**src/rtl/led_color_gradient_pixel_unit_assert.svh**
```systemverilog
// Assertion macros for the gradient pixel unit.
// LCG_ASSERT_IMPL checks a consequence in the same cycle, LCG_ASSERT_NEXT in the cycle after.
`ifndef LED_COLOR_GRADIENT_PIXEL_UNIT_ASSERT_SVH
`define LED_COLOR_GRADIENT_PIXEL_UNIT_ASSERT_SVH
`ifndef SYNTHESIS
`define LCG_ASSERT_IMPL(lbl, clk_s, rst_s, ante, cons) \
    lbl: assert property (@(posedge clk_s) disable iff (!rst_s) (ante) |-> (cons)) \
        else $error("gradient unit check failed");
`define LCG_ASSERT_NEXT(lbl, clk_s, rst_s, ante, cons) \
    lbl: assert property (@(posedge clk_s) disable iff (!rst_s) (ante) |=> (cons)) \
        else $error("gradient unit check failed");
`else
`define LCG_ASSERT_IMPL(lbl, clk_s, rst_s, ante, cons)
`define LCG_ASSERT_NEXT(lbl, clk_s, rst_s, ante, cons)
`endif
`endif

```
**src/rtl/lcg_pkg.sv**
```systemverilog
`timescale 1ns / 1ps
package lcg_pkg;

    // field widths
    localparam int LEN_W   = 13;
    localparam int KEYS_W  = 4;
    localparam int IDX_W   = 12;
    localparam int CH_W    = 8;
    localparam int RGB_W   = 3 * CH_W;
    localparam int STAT_W  = 2;
    localparam int CFG_AW  = 2;
    localparam int CFG_DW  = 13;

    // shared divider: dividend is sized for offset times channel delta
    localparam int DIV_W     = LEN_W + CH_W;
    localparam int DVS_W     = LEN_W;
    localparam int DIV_CNT_W = $clog2(DIV_W + 1);
    localparam int MUL_CNT_W = $clog2(CH_W + 1);

    // register indexes
    localparam logic [CFG_AW-1:0] REG_STRIP = 2'd0;
    localparam logic [CFG_AW-1:0] REG_KEYS  = 2'd1;
    localparam logic [CFG_AW-1:0] REG_WHEEL = 2'd2;

    // register reset values
    localparam logic [LEN_W-1:0]  STRIP_RST = 13'd64;
    localparam logic [KEYS_W-1:0] KEYS_RST  = 4'd2;
    localparam logic              WHEEL_RST = 1'b0;

    // operations
    localparam logic OP_WRITE  = 1'b0;
    localparam logic OP_RENDER = 1'b1;

    // status codes
    localparam logic [STAT_W-1:0] STAT_OK    = 2'd0;
    localparam logic [STAT_W-1:0] STAT_RANGE = 2'd1;
    localparam logic [STAT_W-1:0] STAT_WIDTH = 2'd2;
    localparam logic [STAT_W-1:0] STAT_SLOT  = 2'd3;

    typedef enum logic [1:0] {
        CH_RED,
        CH_GREEN,
        CH_BLUE
    } lcg_chan_t;

    typedef enum logic [3:0] {
        S_IDLE,
        S_WDIV,
        S_SSTART,
        S_SDIV,
        S_RD_SEG,
        S_RD_NXT,
        S_RD_DONE,
        S_MSETUP,
        S_MUL,
        S_CSTART,
        S_CDIV,
        S_DONE
    } lcg_state_t;

    typedef struct packed {
        logic             start;
        logic [DIV_W-1:0] dividend;
        logic [DVS_W-1:0] divisor;
    } lcg_div_req_t;

    typedef struct packed {
        logic             done;
        logic [DIV_W-1:0] quotient;
        logic [DVS_W-1:0] remainder;
    } lcg_div_rsp_t;

endpackage

```
**src/rtl/lcg_in_if.sv**
```systemverilog
`timescale 1ns / 1ps
interface lcg_in_if;
    import lcg_pkg::*;

    logic             valid;
    logic             ready;
    logic             operation;
    logic [IDX_W-1:0] index;
    logic [CH_W-1:0]  red;
    logic [CH_W-1:0]  green;
    logic [CH_W-1:0]  blue;

    modport source (
        output valid, operation, index, red, green, blue,
        input  ready
    );

    modport sink (
        input  valid, operation, index, red, green, blue,
        output ready
    );
endinterface

```
**src/rtl/lcg_out_if.sv**
```systemverilog
`timescale 1ns / 1ps
interface lcg_out_if;
    import lcg_pkg::*;

    logic              valid;
    logic              ready;
    logic [CH_W-1:0]   out_red;
    logic [CH_W-1:0]   out_green;
    logic [CH_W-1:0]   out_blue;
    logic [STAT_W-1:0] status;

    modport source (
        output valid, out_red, out_green, out_blue, status,
        input  ready
    );

    modport sink (
        input  valid, out_red, out_green, out_blue, status,
        output ready
    );
endinterface

```
**src/rtl/led_color_gradient_pixel_unit.sv**
```systemverilog
// Gradient pixel unit: holds a table of MAX_KEYS RGB key colors (all black after reset)
// and renders one strip position per request as a piecewise-linear blend between keys,
// open line or closed wheel, with truncating signed interpolation. A key write, and a
// render rejected for position or for having no segment, goes from idle to the done
// state and from there into the output register. A full render uses one shared
// bit-serial divider for the segment width, the position split and one quotient per
// channel, plus a shift-add multiply per channel. One request is worked on at a time;
// the next is taken while the previous result waits in the output register.
// Configuration registers must be written only while the unit is idle.
`timescale 1ns / 1ps
`include "led_color_gradient_pixel_unit_assert.svh"
module led_color_gradient_pixel_unit #(
    parameter int MAX_KEYS   = 8,
    parameter int MAX_PIXELS = 4096
) (
    input  logic                       clk,
    input  logic                       rst_n,
    input  logic                       cfg_we,
    input  logic [lcg_pkg::CFG_AW-1:0] cfg_index,
    input  logic [lcg_pkg::CFG_DW-1:0] cfg_data,
    lcg_in_if.sink                     pixel_in,
    lcg_out_if.source                  pixel_out
);
    import lcg_pkg::*;

    localparam int KEY_AW = (MAX_KEYS > 1) ? $clog2(MAX_KEYS) : 1;

    // configuration
    logic [LEN_W-1:0]  strip_length_reg, strip_length_next;
    logic [KEYS_W-1:0] key_count_reg, key_count_next;
    logic              wheel_mode_reg, wheel_mode_next;

    // control
    lcg_state_t           state_reg, state_next;
    logic                 out_valid_reg, out_valid_next;
    logic [MAX_KEYS-1:0]  key_valid_reg, key_valid_next;
    lcg_chan_t            chan_reg, chan_next;
    logic [MUL_CNT_W-1:0] mcnt_reg, mcnt_next;

    // payload
    logic [IDX_W-1:0]  idx_reg, idx_next;
    logic [STAT_W-1:0] status_reg, status_next;
    logic [LEN_W-1:0]  width_reg, width_next;
    logic [KEYS_W-1:0] seg_reg, seg_next;
    logic [LEN_W-1:0]  off_reg, off_next;
    logic [RGB_W-1:0]  c1_reg, c1_next;
    logic [RGB_W-1:0]  c2_reg, c2_next;
    logic              neg_reg, neg_next;
    logic [CH_W-1:0]   mplier_reg, mplier_next;
    logic [DIV_W-1:0]  prod_reg, prod_next;
    logic [CH_W-1:0]   res_red_reg, res_red_next;
    logic [CH_W-1:0]   res_green_reg, res_green_next;
    logic [CH_W-1:0]   res_blue_reg, res_blue_next;
    logic [CH_W-1:0]   out_red_reg, out_green_reg, out_blue_reg;
    logic [STAT_W-1:0] out_status_reg;

    // key table
    logic [RGB_W-1:0]  key_mem [MAX_KEYS];
    logic [RGB_W-1:0]  rd_mem_reg;
    logic              rd_valid_reg;
    logic [RGB_W-1:0]  rd_data;
    logic [KEY_AW-1:0] rd_addr;
    logic [KEY_AW-1:0] wr_addr;
    logic              mem_we;

    // derived
    logic              in_acc;
    logic              out_free;
    logic              out_load;
    logic [LEN_W-1:0]  len_eff;
    logic [KEYS_W-1:0] keys_eff;
    logic [KEYS_W-1:0] segs;
    logic              range_err;
    logic              slot_err;
    logic [KEYS_W:0]   nxt_inc;
    logic [KEYS_W-1:0] nxt_idx;
    logic [CH_W-1:0]   ch_a, ch_b, ch_val;
    logic [CH_W-1:0]   q8;

    lcg_div_req_t div_req;
    lcg_div_rsp_t div_rsp;

    function automatic logic [CH_W-1:0] chan_pick(input logic [RGB_W-1:0] rgb,
                                                  input lcg_chan_t ch);
        logic [CH_W-1:0] v;
        unique case (ch)
            CH_RED:   v = rgb[3*CH_W-1:2*CH_W];
            CH_GREEN: v = rgb[2*CH_W-1:CH_W];
            CH_BLUE:  v = rgb[CH_W-1:0];
            default:  v = '0;
        endcase
        return v;
    endfunction

    lcg_div u_div (
        .clk   (clk),
        .rst_n (rst_n),
        .req   (div_req),
        .rsp   (div_rsp)
    );

    // clamp registers to the built table and strip size
    always_comb
    begin
        len_eff  = (32'(strip_length_reg) > 32'(MAX_PIXELS)) ? LEN_W'(MAX_PIXELS)
                                                             : strip_length_reg;
        keys_eff = (32'(key_count_reg) > 32'(MAX_KEYS)) ? KEYS_W'(MAX_KEYS) : key_count_reg;
        if (wheel_mode_reg)
            segs = keys_eff;
        else
            segs = (keys_eff == '0) ? '0 : keys_eff - 1'b1;
    end

    assign in_acc    = pixel_in.valid & pixel_in.ready;
    assign out_free  = !out_valid_reg | pixel_out.ready;
    assign range_err = ({1'b0, pixel_in.index} >= len_eff);
    assign slot_err  = (32'(pixel_in.index) >= 32'(MAX_KEYS));
    assign wr_addr   = KEY_AW'(pixel_in.index);

    // next key wraps to slot 0
    assign nxt_inc = {1'b0, seg_reg} + 1'b1;
    assign nxt_idx = (nxt_inc >= {1'b0, keys_eff}) ? '0 : nxt_inc[KEYS_W-1:0];

    assign rd_data = rd_valid_reg ? rd_mem_reg : '0;

    // channel blend: c1 plus or minus the truncated quotient
    assign ch_a   = chan_pick(c1_reg, chan_reg);
    assign ch_b   = chan_pick(c2_reg, chan_reg);
    assign q8     = div_rsp.quotient[CH_W-1:0];
    assign ch_val = neg_reg ? (ch_a - q8) : (ch_a + q8);

    // next state
    always_comb
    begin
        state_next = state_reg;
        unique case (state_reg)
            S_IDLE:
            begin
                if (in_acc)
                begin
                    if (pixel_in.operation == OP_WRITE || range_err || segs == '0)
                        state_next = S_DONE;
                    else
                        state_next = S_WDIV;
                end
            end
            S_WDIV:
            begin
                if (div_rsp.done)
                    state_next = (div_rsp.quotient == '0) ? S_DONE : S_SSTART;
            end
            S_SSTART:  state_next = S_SDIV;
            S_SDIV:
            begin
                if (div_rsp.done)
                    state_next = S_RD_SEG;
            end
            S_RD_SEG:  state_next = S_RD_NXT;
            S_RD_NXT:  state_next = S_RD_DONE;
            S_RD_DONE: state_next = S_MSETUP;
            S_MSETUP:  state_next = S_MUL;
            S_MUL:
            begin
                if (mcnt_reg == MUL_CNT_W'(1))
                    state_next = S_CSTART;
            end
            S_CSTART:  state_next = S_CDIV;
            S_CDIV:
            begin
                if (div_rsp.done)
                    state_next = (chan_reg == CH_BLUE) ? S_DONE : S_MSETUP;
            end
            S_DONE:
            begin
                if (out_free)
                    state_next = S_IDLE;
            end
            default:   state_next = S_IDLE;
        endcase
    end

    // state outputs
    always_comb
    begin
        pixel_in.ready   = (state_reg == S_IDLE);
        div_req.start    = 1'b0;
        div_req.dividend = '0;
        div_req.divisor  = '0;
        mem_we           = 1'b0;
        rd_addr          = '0;
        out_load         = 1'b0;
        unique case (state_reg)
            S_IDLE:
            begin
                if (in_acc && pixel_in.operation == OP_RENDER && !range_err && segs != '0)
                begin
                    div_req.start    = 1'b1;
                    div_req.dividend = DIV_W'(len_eff);
                    div_req.divisor  = DVS_W'(segs);
                end
                mem_we = in_acc && (pixel_in.operation == OP_WRITE) && !slot_err;
            end
            S_SSTART:
            begin
                div_req.start    = 1'b1;
                div_req.dividend = DIV_W'(idx_reg);
                div_req.divisor  = width_reg;
            end
            S_RD_SEG: rd_addr = KEY_AW'(seg_reg);
            S_RD_NXT: rd_addr = KEY_AW'(nxt_idx);
            S_CSTART:
            begin
                div_req.start    = 1'b1;
                div_req.dividend = prod_reg;
                div_req.divisor  = width_reg;
            end
            S_DONE:   out_load = out_free;
            default:  ;
        endcase
    end

    // configuration writes, valid bits, output handshake, counters
    always_comb
    begin
        strip_length_next = strip_length_reg;
        key_count_next    = key_count_reg;
        wheel_mode_next   = wheel_mode_reg;
        if (cfg_we)
        begin
            unique case (cfg_index)
                REG_STRIP: strip_length_next = cfg_data[LEN_W-1:0];
                REG_KEYS:  key_count_next    = cfg_data[KEYS_W-1:0];
                REG_WHEEL: wheel_mode_next   = cfg_data[0];
                default:   ;
            endcase
        end

        key_valid_next = key_valid_reg;
        if (mem_we)
            key_valid_next[wr_addr] = 1'b1;

        if (out_load)
            out_valid_next = 1'b1;
        else if (pixel_out.ready)
            out_valid_next = 1'b0;
        else
            out_valid_next = out_valid_reg;

        chan_next = chan_reg;
        if (state_reg == S_RD_DONE)
            chan_next = CH_RED;
        else if (state_reg == S_CDIV && div_rsp.done && chan_reg != CH_BLUE)
            chan_next = (chan_reg == CH_RED) ? CH_GREEN : CH_BLUE;

        mcnt_next = mcnt_reg;
        if (state_reg == S_MSETUP)
            mcnt_next = MUL_CNT_W'(CH_W);
        else if (state_reg == S_MUL)
            mcnt_next = mcnt_reg - 1'b1;
    end

    // datapath
    always_comb
    begin
        idx_next       = idx_reg;
        status_next    = status_reg;
        width_next     = width_reg;
        seg_next       = seg_reg;
        off_next       = off_reg;
        c1_next        = c1_reg;
        c2_next        = c2_reg;
        neg_next       = neg_reg;
        mplier_next    = mplier_reg;
        prod_next      = prod_reg;
        res_red_next   = res_red_reg;
        res_green_next = res_green_reg;
        res_blue_next  = res_blue_reg;
        unique case (state_reg)
            S_IDLE:
            begin
                if (in_acc)
                begin
                    idx_next       = pixel_in.index;
                    res_red_next   = '0;
                    res_green_next = '0;
                    res_blue_next  = '0;
                    if (pixel_in.operation == OP_WRITE)
                        status_next = slot_err ? STAT_SLOT : STAT_OK;
                    else if (range_err)
                        status_next = STAT_RANGE;
                    else if (segs == '0)
                        status_next = STAT_WIDTH;
                    else
                        status_next = STAT_OK;
                end
            end
            S_WDIV:
            begin
                if (div_rsp.done)
                begin
                    width_next = div_rsp.quotient[LEN_W-1:0];
                    if (div_rsp.quotient == '0)
                        status_next = STAT_WIDTH;
                end
            end
            S_SDIV:
            begin
                // past the last full segment: hold the last computed pixel
                if (div_rsp.done)
                begin
                    if (div_rsp.quotient >= DIV_W'(segs))
                    begin
                        seg_next = segs - 1'b1;
                        off_next = width_reg - 1'b1;
                    end
                    else
                    begin
                        seg_next = div_rsp.quotient[KEYS_W-1:0];
                        off_next = div_rsp.remainder;
                    end
                end
            end
            S_RD_NXT:  c1_next = rd_data;
            S_RD_DONE: c2_next = rd_data;
            S_MSETUP:
            begin
                neg_next    = (ch_b < ch_a);
                mplier_next = (ch_b < ch_a) ? (ch_a - ch_b) : (ch_b - ch_a);
                prod_next   = '0;
            end
            S_MUL:
            begin
                // MSB-first shift-add of offset times delta magnitude
                prod_next   = {prod_reg[DIV_W-2:0], 1'b0}
                            + (mplier_reg[CH_W-1] ? DIV_W'(off_reg) : DIV_W'(0));
                mplier_next = {mplier_reg[CH_W-2:0], 1'b0};
            end
            S_CDIV:
            begin
                if (div_rsp.done)
                begin
                    unique case (chan_reg)
                        CH_RED:   res_red_next   = ch_val;
                        CH_GREEN: res_green_next = ch_val;
                        CH_BLUE:  res_blue_next  = ch_val;
                        default:  ;
                    endcase
                end
            end
            default: ;
        endcase
    end

    always_ff @(posedge clk or negedge rst_n)
    begin
        if (!rst_n)
        begin
            strip_length_reg <= STRIP_RST;
            key_count_reg    <= KEYS_RST;
            wheel_mode_reg   <= WHEEL_RST;
            state_reg        <= S_IDLE;
            out_valid_reg    <= 1'b0;
            key_valid_reg    <= '0;
            chan_reg         <= CH_RED;
            mcnt_reg         <= '0;
        end
        else
        begin
            strip_length_reg <= strip_length_next;
            key_count_reg    <= key_count_next;
            wheel_mode_reg   <= wheel_mode_next;
            state_reg        <= state_next;
            out_valid_reg    <= out_valid_next;
            key_valid_reg    <= key_valid_next;
            chan_reg         <= chan_next;
            mcnt_reg         <= mcnt_next;
        end
    end

    always_ff @(posedge clk)
    begin
        idx_reg       <= idx_next;
        status_reg    <= status_next;
        width_reg     <= width_next;
        seg_reg       <= seg_next;
        off_reg       <= off_next;
        c1_reg        <= c1_next;
        c2_reg        <= c2_next;
        neg_reg       <= neg_next;
        mplier_reg    <= mplier_next;
        prod_reg      <= prod_next;
        res_red_reg   <= res_red_next;
        res_green_reg <= res_green_next;
        res_blue_reg  <= res_blue_next;
        if (out_load)
        begin
            out_red_reg    <= res_red_reg;
            out_green_reg  <= res_green_reg;
            out_blue_reg   <= res_blue_reg;
            out_status_reg <= status_reg;
        end
    end

    // key table, registered read; unwritten slots read as black
    always_ff @(posedge clk)
    begin
        if (mem_we)
            key_mem[wr_addr] <= {pixel_in.red, pixel_in.green, pixel_in.blue};
        rd_mem_reg   <= key_mem[rd_addr];
        rd_valid_reg <= key_valid_reg[rd_addr];
    end

    assign pixel_out.valid     = out_valid_reg;
    assign pixel_out.out_red   = out_red_reg;
    assign pixel_out.out_green = out_green_reg;
    assign pixel_out.out_blue  = out_blue_reg;
    assign pixel_out.status    = out_status_reg;

    // checks
    `LCG_ASSERT_IMPL(a_div_nonzero, clk, rst_n, div_req.start, div_req.divisor != '0)
    `LCG_ASSERT_NEXT(a_load_shows, clk, rst_n, out_load, pixel_out.valid)
    `LCG_ASSERT_IMPL(a_err_black, clk, rst_n, pixel_out.valid && pixel_out.status != STAT_OK, pixel_out.out_red == '0 && pixel_out.out_green == '0 && pixel_out.out_blue == '0)
    `LCG_ASSERT_IMPL(a_seg_range, clk, rst_n, state_reg == S_RD_SEG, seg_reg < keys_eff)
    `LCG_ASSERT_IMPL(a_div_owner, clk, rst_n, div_rsp.done, state_reg == S_WDIV || state_reg == S_SDIV || state_reg == S_CDIV)
endmodule

```
**src/rtl/lcg_div.sv**
```systemverilog
`timescale 1ns / 1ps
module lcg_div (
    input  logic                  clk,
    input  logic                  rst_n,
    input  lcg_pkg::lcg_div_req_t req,
    output lcg_pkg::lcg_div_rsp_t rsp
);
    import lcg_pkg::*;

    logic                 busy_reg, busy_next;
    logic                 done_reg, done_next;
    logic [DIV_CNT_W-1:0] cnt_reg, cnt_next;
    logic [DIV_W-1:0]     quo_reg, quo_next;
    logic [DVS_W-1:0]     rem_reg, rem_next;
    logic [DVS_W-1:0]     dvs_reg, dvs_next;
    logic [DVS_W:0]       trial;
    logic [DVS_W:0]       trial_sub;
    logic                 fits;

    // one restoring step: bring down the next dividend bit
    assign trial     = {rem_reg, quo_reg[DIV_W-1]};
    assign trial_sub = trial - {1'b0, dvs_reg};
    assign fits      = (trial >= {1'b0, dvs_reg});

    // control
    always_comb
    begin
        busy_next = busy_reg;
        done_next = 1'b0;
        cnt_next  = cnt_reg;
        if (req.start)
        begin
            busy_next = 1'b1;
            cnt_next  = DIV_CNT_W'(DIV_W);
        end
        else if (busy_reg)
        begin
            cnt_next = cnt_reg - 1'b1;
            if (cnt_reg == DIV_CNT_W'(1))
            begin
                busy_next = 1'b0;
                done_next = 1'b1;
            end
        end
    end

    // datapath
    always_comb
    begin
        quo_next = quo_reg;
        rem_next = rem_reg;
        dvs_next = dvs_reg;
        if (req.start)
        begin
            quo_next = req.dividend;
            rem_next = '0;
            dvs_next = req.divisor;
        end
        else if (busy_reg)
        begin
            quo_next = {quo_reg[DIV_W-2:0], fits};
            rem_next = fits ? trial_sub[DVS_W-1:0] : trial[DVS_W-1:0];
        end
    end

    always_ff @(posedge clk or negedge rst_n)
    begin
        if (!rst_n)
        begin
            busy_reg <= 1'b0;
            done_reg <= 1'b0;
            cnt_reg  <= '0;
        end
        else
        begin
            busy_reg <= busy_next;
            done_reg <= done_next;
            cnt_reg  <= cnt_next;
        end
    end

    always_ff @(posedge clk)
    begin
        quo_reg <= quo_next;
        rem_reg <= rem_next;
        dvs_reg <= dvs_next;
    end

    assign rsp.done      = done_reg;
    assign rsp.quotient  = quo_reg;
    assign rsp.remainder = rem_reg;
endmodule
```
**src/flat_wrapper.sv**
```systemverilog
// flat-port wrapper written by rule: the top's interface ports become plain ports
module led_color_gradient_pixel_unit_flat import lcg_pkg::*;
#(
    parameter int MAX_KEYS   = 8,
    parameter int MAX_PIXELS = 4096
)
  (clk, rst_n, cfg_we, cfg_index, cfg_data, pixel_in_valid, pixel_in_operation, pixel_in_index, pixel_in_red, pixel_in_green, pixel_in_blue, pixel_in_ready, pixel_out_valid, pixel_out_out_red, pixel_out_out_green, pixel_out_out_blue, pixel_out_status, pixel_out_ready);
  lcg_in_if pixel_in_i ();
  lcg_out_if pixel_out_i ();
  input  logic clk;
  input  logic rst_n;
  input  logic cfg_we;
  input  logic [lcg_pkg::CFG_AW-1:0] cfg_index;
  input  logic [lcg_pkg::CFG_DW-1:0] cfg_data;
  input wire logic [$bits(pixel_in_i.valid)-1:0] pixel_in_valid;
  input wire logic [$bits(pixel_in_i.operation)-1:0] pixel_in_operation;
  input wire logic [$bits(pixel_in_i.index)-1:0] pixel_in_index;
  input wire logic [$bits(pixel_in_i.red)-1:0] pixel_in_red;
  input wire logic [$bits(pixel_in_i.green)-1:0] pixel_in_green;
  input wire logic [$bits(pixel_in_i.blue)-1:0] pixel_in_blue;
  output wire logic [$bits(pixel_in_i.ready)-1:0] pixel_in_ready;
  output wire logic [$bits(pixel_out_i.valid)-1:0] pixel_out_valid;
  output wire logic [$bits(pixel_out_i.out_red)-1:0] pixel_out_out_red;
  output wire logic [$bits(pixel_out_i.out_green)-1:0] pixel_out_out_green;
  output wire logic [$bits(pixel_out_i.out_blue)-1:0] pixel_out_out_blue;
  output wire logic [$bits(pixel_out_i.status)-1:0] pixel_out_status;
  input wire logic [$bits(pixel_out_i.ready)-1:0] pixel_out_ready;
  assign pixel_in_i.valid = pixel_in_valid;
  assign pixel_in_i.operation = pixel_in_operation;
  assign pixel_in_i.index = pixel_in_index;
  assign pixel_in_i.red = pixel_in_red;
  assign pixel_in_i.green = pixel_in_green;
  assign pixel_in_i.blue = pixel_in_blue;
  assign pixel_in_ready = pixel_in_i.ready;
  assign pixel_out_valid = pixel_out_i.valid;
  assign pixel_out_out_red = pixel_out_i.out_red;
  assign pixel_out_out_green = pixel_out_i.out_green;
  assign pixel_out_out_blue = pixel_out_i.out_blue;
  assign pixel_out_status = pixel_out_i.status;
  assign pixel_out_i.ready = pixel_out_ready;
  led_color_gradient_pixel_unit #(.MAX_KEYS(MAX_KEYS), .MAX_PIXELS(MAX_PIXELS)) u_core (.clk(clk), .rst_n(rst_n), .cfg_we(cfg_we), .cfg_index(cfg_index), .cfg_data(cfg_data), .pixel_in(pixel_in_i), .pixel_out(pixel_out_i));
endmodule
```
**config.mk**
```make
export PLATFORM = sky130hd
export DESIGN_NAME = led_color_gradient_pixel_unit_flat
export DESIGN_NICKNAME = d
export VERILOG_FILES = /design/src/rtl/lcg_pkg.sv /design/src/rtl/lcg_in_if.sv /design/src/rtl/lcg_out_if.sv /design/src/rtl/led_color_gradient_pixel_unit.sv /design/src/rtl/lcg_div.sv /design/src/flat_wrapper.sv
export VERILOG_INCLUDE_DIRS = /design/src /design/src/rtl
export SDC_FILE = /design/constraint.sdc
export NUM_CORES = 1
export LEC_CHECK = 0
export ABC_AREA = 1
export BUFFER_PORTS_ARGS = -buffer_cell sky130_fd_sc_hd__buf_2
export CAP_MARGIN = 0
export CORE_MARGIN = 2
export CORE_UTILIZATION = 45
export DETAILED_ROUTE_END_ITERATION = 8
export HOLD_SLACK_MARGIN = 0.02
export SYNTH_ARGS = -nofsm -noshare
export SYNTH_HDL_FRONTEND = slang
export SYNTH_SLANG_ARGS = --single-unit
export TNS_END_PERCENT = 100
```
**constraint.sdc**
```tcl
create_clock -name clk -period 4.6 [get_ports clk]
set_input_delay 0.69 -clock clk [delete_from_list [all_inputs] [get_ports clk]]
set_output_delay 0.69 -clock clk [all_outputs]
set_load 0.02 [all_outputs]
```
==> qor.json <==
{
  "run_status": {
    "result_of_the_run": "completed"
  },
  "clock_tree": {
    "sinks_on_the_clock_net": 480,
    "cts_inserted_buffers": 52,
    "clock_tree.buffer_depth": 3,
    "postCtsSetupRepairBufs": 0,
    "cts.reportedPaths.clkPinSlew_ns": 0.06,
    "ctsHtreeMaxLevel": 2,
    "clock_tree_from_tritoncts": "done",
    "clkLatencyLatePin_ns": 0.60,
    "post_cts_resize_count": 0,
    "clock_tree.root_cell": "sky130_fd_sc_hd__clkbuf_16",
    "cts_hold_buffers": 0
  },
  "synth": {
    "postSynthCellCount": 2528,
    "ys.flop_type": "sky130_fd_sc_hd__edfxtp_1",
    "yosysWarningCount": 0,
    "avgSynthCellArea_um2": 9.410,
    "synth-async-reset-ratio_pct": 9.167,
    "syn-num-nets": 2666,
    "synth_seq_area_share_pct": 58.08,
    "synth.cell_area_mm2": 0.02379,
    "synth-seq-cells": 480,
    "synth.distinct_cells": 56,
    "synth-edff-count": 398
  },
  "drt": {
    "drt_iter0_markers": 1053,
    "detail_route.vias_per_cell": 5.060,
    "sum_of_routed_wire_length_over_all_layers_mm": 57.83,
    "remaining_drc_errors": 0,
    "avgRoutedWirePerCell_um": 17.25,
    "drt.antenna.violating_nets": 0,
    "vias": 16960,
    "dr.pass1.iters": 5
  },
  "critical_path": {
    "crit_chain": "nor4_1, a21oi_1, buf_4, nor2_1, inv_1, ha_1, nand2_1, inv_1, o21ai_0, nand3_1, nand2_1, nand3_1, nor2_4, nand2_4, nand2_2, buf_4, buf_4, a21oi_1",
    "reg2reg_depth": 18,
    "critical_path_most_common_cell": "sky130_fd_sc_hd__buf_4",
    "crit_path_max_fanout": 24,
    "criticalPathCategory": "reg2reg",
    "worst_ep_arrival_time_ns": 4.04,
    "cp-start-kind": "flip-flop",
    "timing.critical_path.slowest_stage_cell": "sky130_fd_sc_hd__nor2_4",
    "timing.rr.end": "u_core.u_div.rem_reg[8]$_SDFFE_PN0P_",
    "timing.rr.start": "u_core.strip_length_reg[8]$_DFFE_PN0P_",
    "cp.required_ns": 5.09,
    "setup.worst_path.end_class": "flip-flop",
    "setup.reg_to_reg.worst_slack_ns": 1.04,
    "crit_path_max_incr_delay_ns": 0.40
  },
  "placed_design": {
    "dpl.hpwl_mm": 39.34,
    "io_buffers": 84,
    "final_estimated_routing_congestion_in_global_placement": 0.9130,
    "worst_slack_at_placement_ns": 1.058
  },
  "floorplan": {
    "floorplan.rows": 84,
    "die_h_um": 233.9,
    "ioPinCount": 85,
    "fp.dieW_um": 233.9,
    "core_region_area_mm2": 0.05245,
    "initial_core_util_pct": 45.36,
    "die_footprint_mm2": 0.05472
  },
  "run": {
    "max_cap_viol_count": 0
  },
  "power_and_ir_drop": {
    "power_density_mw_per_mm2": 560.3,
    "power_leakage_nw": 11.93,
    "post-layout-total-power_mw": 14.91,
    "vdd.ir_drop.worst_v": 0.0003144
  },
  "sta": {
    "postLayoutSetupSlackWorst_ns": 1.042,
    "slew_viol_final": 0,
    "timing.fmax_mhz": 281.1,
    "maxSlewHeadroom_pct": 22.87,
    "final.setup.tns_ns": 0,
    "final-setup-viol-count": 0,
    "timing.final.crit_period_ns": 3.558,
    "fin_worst_skew_ns": 0.02307,
    "fin_crit_sh_pct": 77.34,
    "finalHoldViolCount": 0,
    "worstMarginPinSlew_ns": 1.157,
    "rsz0062_at_grt": "false"
  },
  "layout": {
    "largest_register_ff_count": 192,
    "biggest_register": "u_core.key_mem",
    "final_core_util_pct": 50.74,
    "syn2layout_area_growth_pct": 11.87,
    "final_nets": 2758,
    "layout-drive-gt1-share_pct": 9.730,
    "layout_filler_cell_count": 4821
  },
  "global_routing": {
    "global_route_wire_length_before_repair_mm": 91.25,
    "grt-ovfl-total": 0,
    "grtUsageTotal_pct": 21.63,
    "grt_start_max_net_pins": 69,
    "grt_pass1_vias": 16580,
    "grt_antenna_before_repair": 3
  },
  "worst_hold_path": {
    "worst_hold_path_type": "in2async"
  }
}
-- how the worst max path moves through the flow --
stage          slack (ns)  cells past startpoint                                   start                              endpoint
3_5_place_dp         1.06                     18  u_core.strip_length_reg[8]$_DFFE_PN0P_  u_core.u_div.rem_reg[8]$_SDFFE_PN0P_
6_report             1.04                     18  u_core.strip_length_reg[8]$_DFFE_PN0P_  u_core.u_div.rem_reg[8]$_SDFFE_PN0P_
3_3_place_gp         1.16                     18  u_core.strip_length_reg[8]$_DFFE_PN0P_  u_core.u_div.rem_reg[7]$_SDFFE_PN0P_
4_1_cts              1.03                     18  u_core.strip_length_reg[8]$_DFFE_PN0P_  u_core.u_div.rem_reg[8]$_SDFFE_PN0P_
5_1_grt              0.70                     18  u_core.strip_length_reg[8]$_DFFE_PN0P_  u_core.u_div.rem_reg[8]$_SDFFE_PN0P_
2_1_floorplan        1.19                     18  u_core.strip_length_reg[6]$_DFFE_PN1P_     u_core.u_div.quo_reg[0]$_DFFE_PP_
-- synth_stat cells, drive strengths merged, types with 7 or more instances --
| cell type | n | area share, % |
|---|---|---|
| a21oi | 97 | 2.0 |
| a22o | 12 | 0.44 |
| buf | 63 | 1.7 |
| clkbuf | 20 | 0.32 |
| dfrtp | 42 | 4.4 |
| dfxtp | 38 | 3.2 |
| edfxtp | 398 | 50 |
| ha | 76 | 4.0 |
| inv | 472 | 7.4 |
| nand2 | 573 | 9.1 |
| nand3 | 320 | 7.0 |
| nand4 | 43 | 1.2 |
| nor2 | 171 | 2.9 |
| nor3 | 16 | 0.34 |
| o21ai | 81 | 1.7 |
| o21bai | 7 | 0.24 |
| xnor2 | 10 | 0.37 |
| xor2 | 23 | 0.85 |
-- layer usage --
metal	wire length [um]	up-vias	track usage, %
met2	28790	385	37.96
li1	-	8510	-
met5	27	-	0
met1	24840	7970	27.89
met3	2664	92	2.772
met4	1497	4	6.725
-- metrics by stage --
stage | cells | hold WS (ns) | cell area, um2
detailed placement | 3254 | 0.4045 | 24940
CTS | 3350 | 0.1891 | 26610
floorplan | 2528 | 0.3944 | 23790
global route | 3351 | 0.2469 | 26610
global placement | 3254 | 0.4041 | 24940
finish | 3352 | 0.2011 | 26610
-- cells in the final DEF, fill, tap and decap left out, drive strengths merged, types with 2 or more instances in the layout --
| cell | netlist | final |
|---|---|---|
| nand2 | 573 | 573 |
| inv | 472 | 475 |
| edfxtp | 398 | 398 |
| nand3 | 320 | 320 |
| nor2 | 171 | 171 |
| buf | 63 | 121 |
| a21oi | 97 | 97 |
| o21ai | 81 | 81 |
| ha | 76 | 76 |
| clkbuf | 20 | 70 |
| nand4 | 43 | 43 |
| dfrtp | 42 | 42 |
| dfxtp | 38 | 38 |
| xor2 | 23 | 23 |
| clkinv | 1 | 21 |
| nor3 | 16 | 16 |
| a22o | 12 | 12 |
| xnor2 | 10 | 10 |
| o21bai | 7 | 7 |
| nor4 | 6 | 6 |
| a21o | 6 | 6 |
| nand3b | 5 | 5 |
| o21a | 5 | 5 |
| o31ai | 5 | 5 |
| fa | 5 | 5 |
| o211ai | 4 | 4 |
| a31oi | 4 | 4 |
| or2 | 4 | 4 |
| a21boi | 3 | 3 |
| a221oi | 3 | 3 |
| o22ai | 3 | 3 |
| diode | 0 | 2 |
| nor3b | 2 | 2 |
| a211oi | 2 | 2 |
| bufinv | 0 | 2 |
| dfstp | 2 | 2 |
-- cells by family (layout without fill, tap and decap cells) --
group                      Yosys count  in the layout  share of synthesized area, %
DFF                                480            480                         58.08
adders and majority gates           81             81                         4.418
AOI/OAI and AO/OA                  235            235                         5.680
buffers and inverters              556            690                         9.520
xor gates and xnor gates            33             33                         1.215
and+or+nand+nor                   1143           1143                         21.09
other                                0              2                             0
-- critical path, delay by kind of cell (launching register included) --
| kind | cells | cell delay (ns) |
|---|---|---|
| DFF | 1 | 0.37 |
| adders and majority gates | 1 | 0.32 |
| and+or+nand+nor | 9 | 1.58 |
| AOI/OAI and AO/OA | 3 | 0.37 |
| buffers and inverters | 5 | 0.81 |
-- power breakdown --
group | internal (mW) | switching (mW)
combinational | 1.65 | 3.17
clock | 2.34 | 1.70
sequential | 5.60 | 0.446
-- area by class of cell --
type | count | area, um2 | share of cell area (%)
diodes | 2 | 5.005 | 0.01881
inverters | 473 | 1775 | 6.672
repair buffers | 121 | 735.7 | 2.765
clock inverters | 26 | 211.5 | 0.7946
flip-flops and latches | 480 | 13820 | 51.92
well taps | 688 | 860.8 | 3.235
clock buffers | 70 | 1453 | 5.459
multi-input cells | 1492 | 7755 | 29.14
No activity file was read; power rests on OpenSTA's default activity.
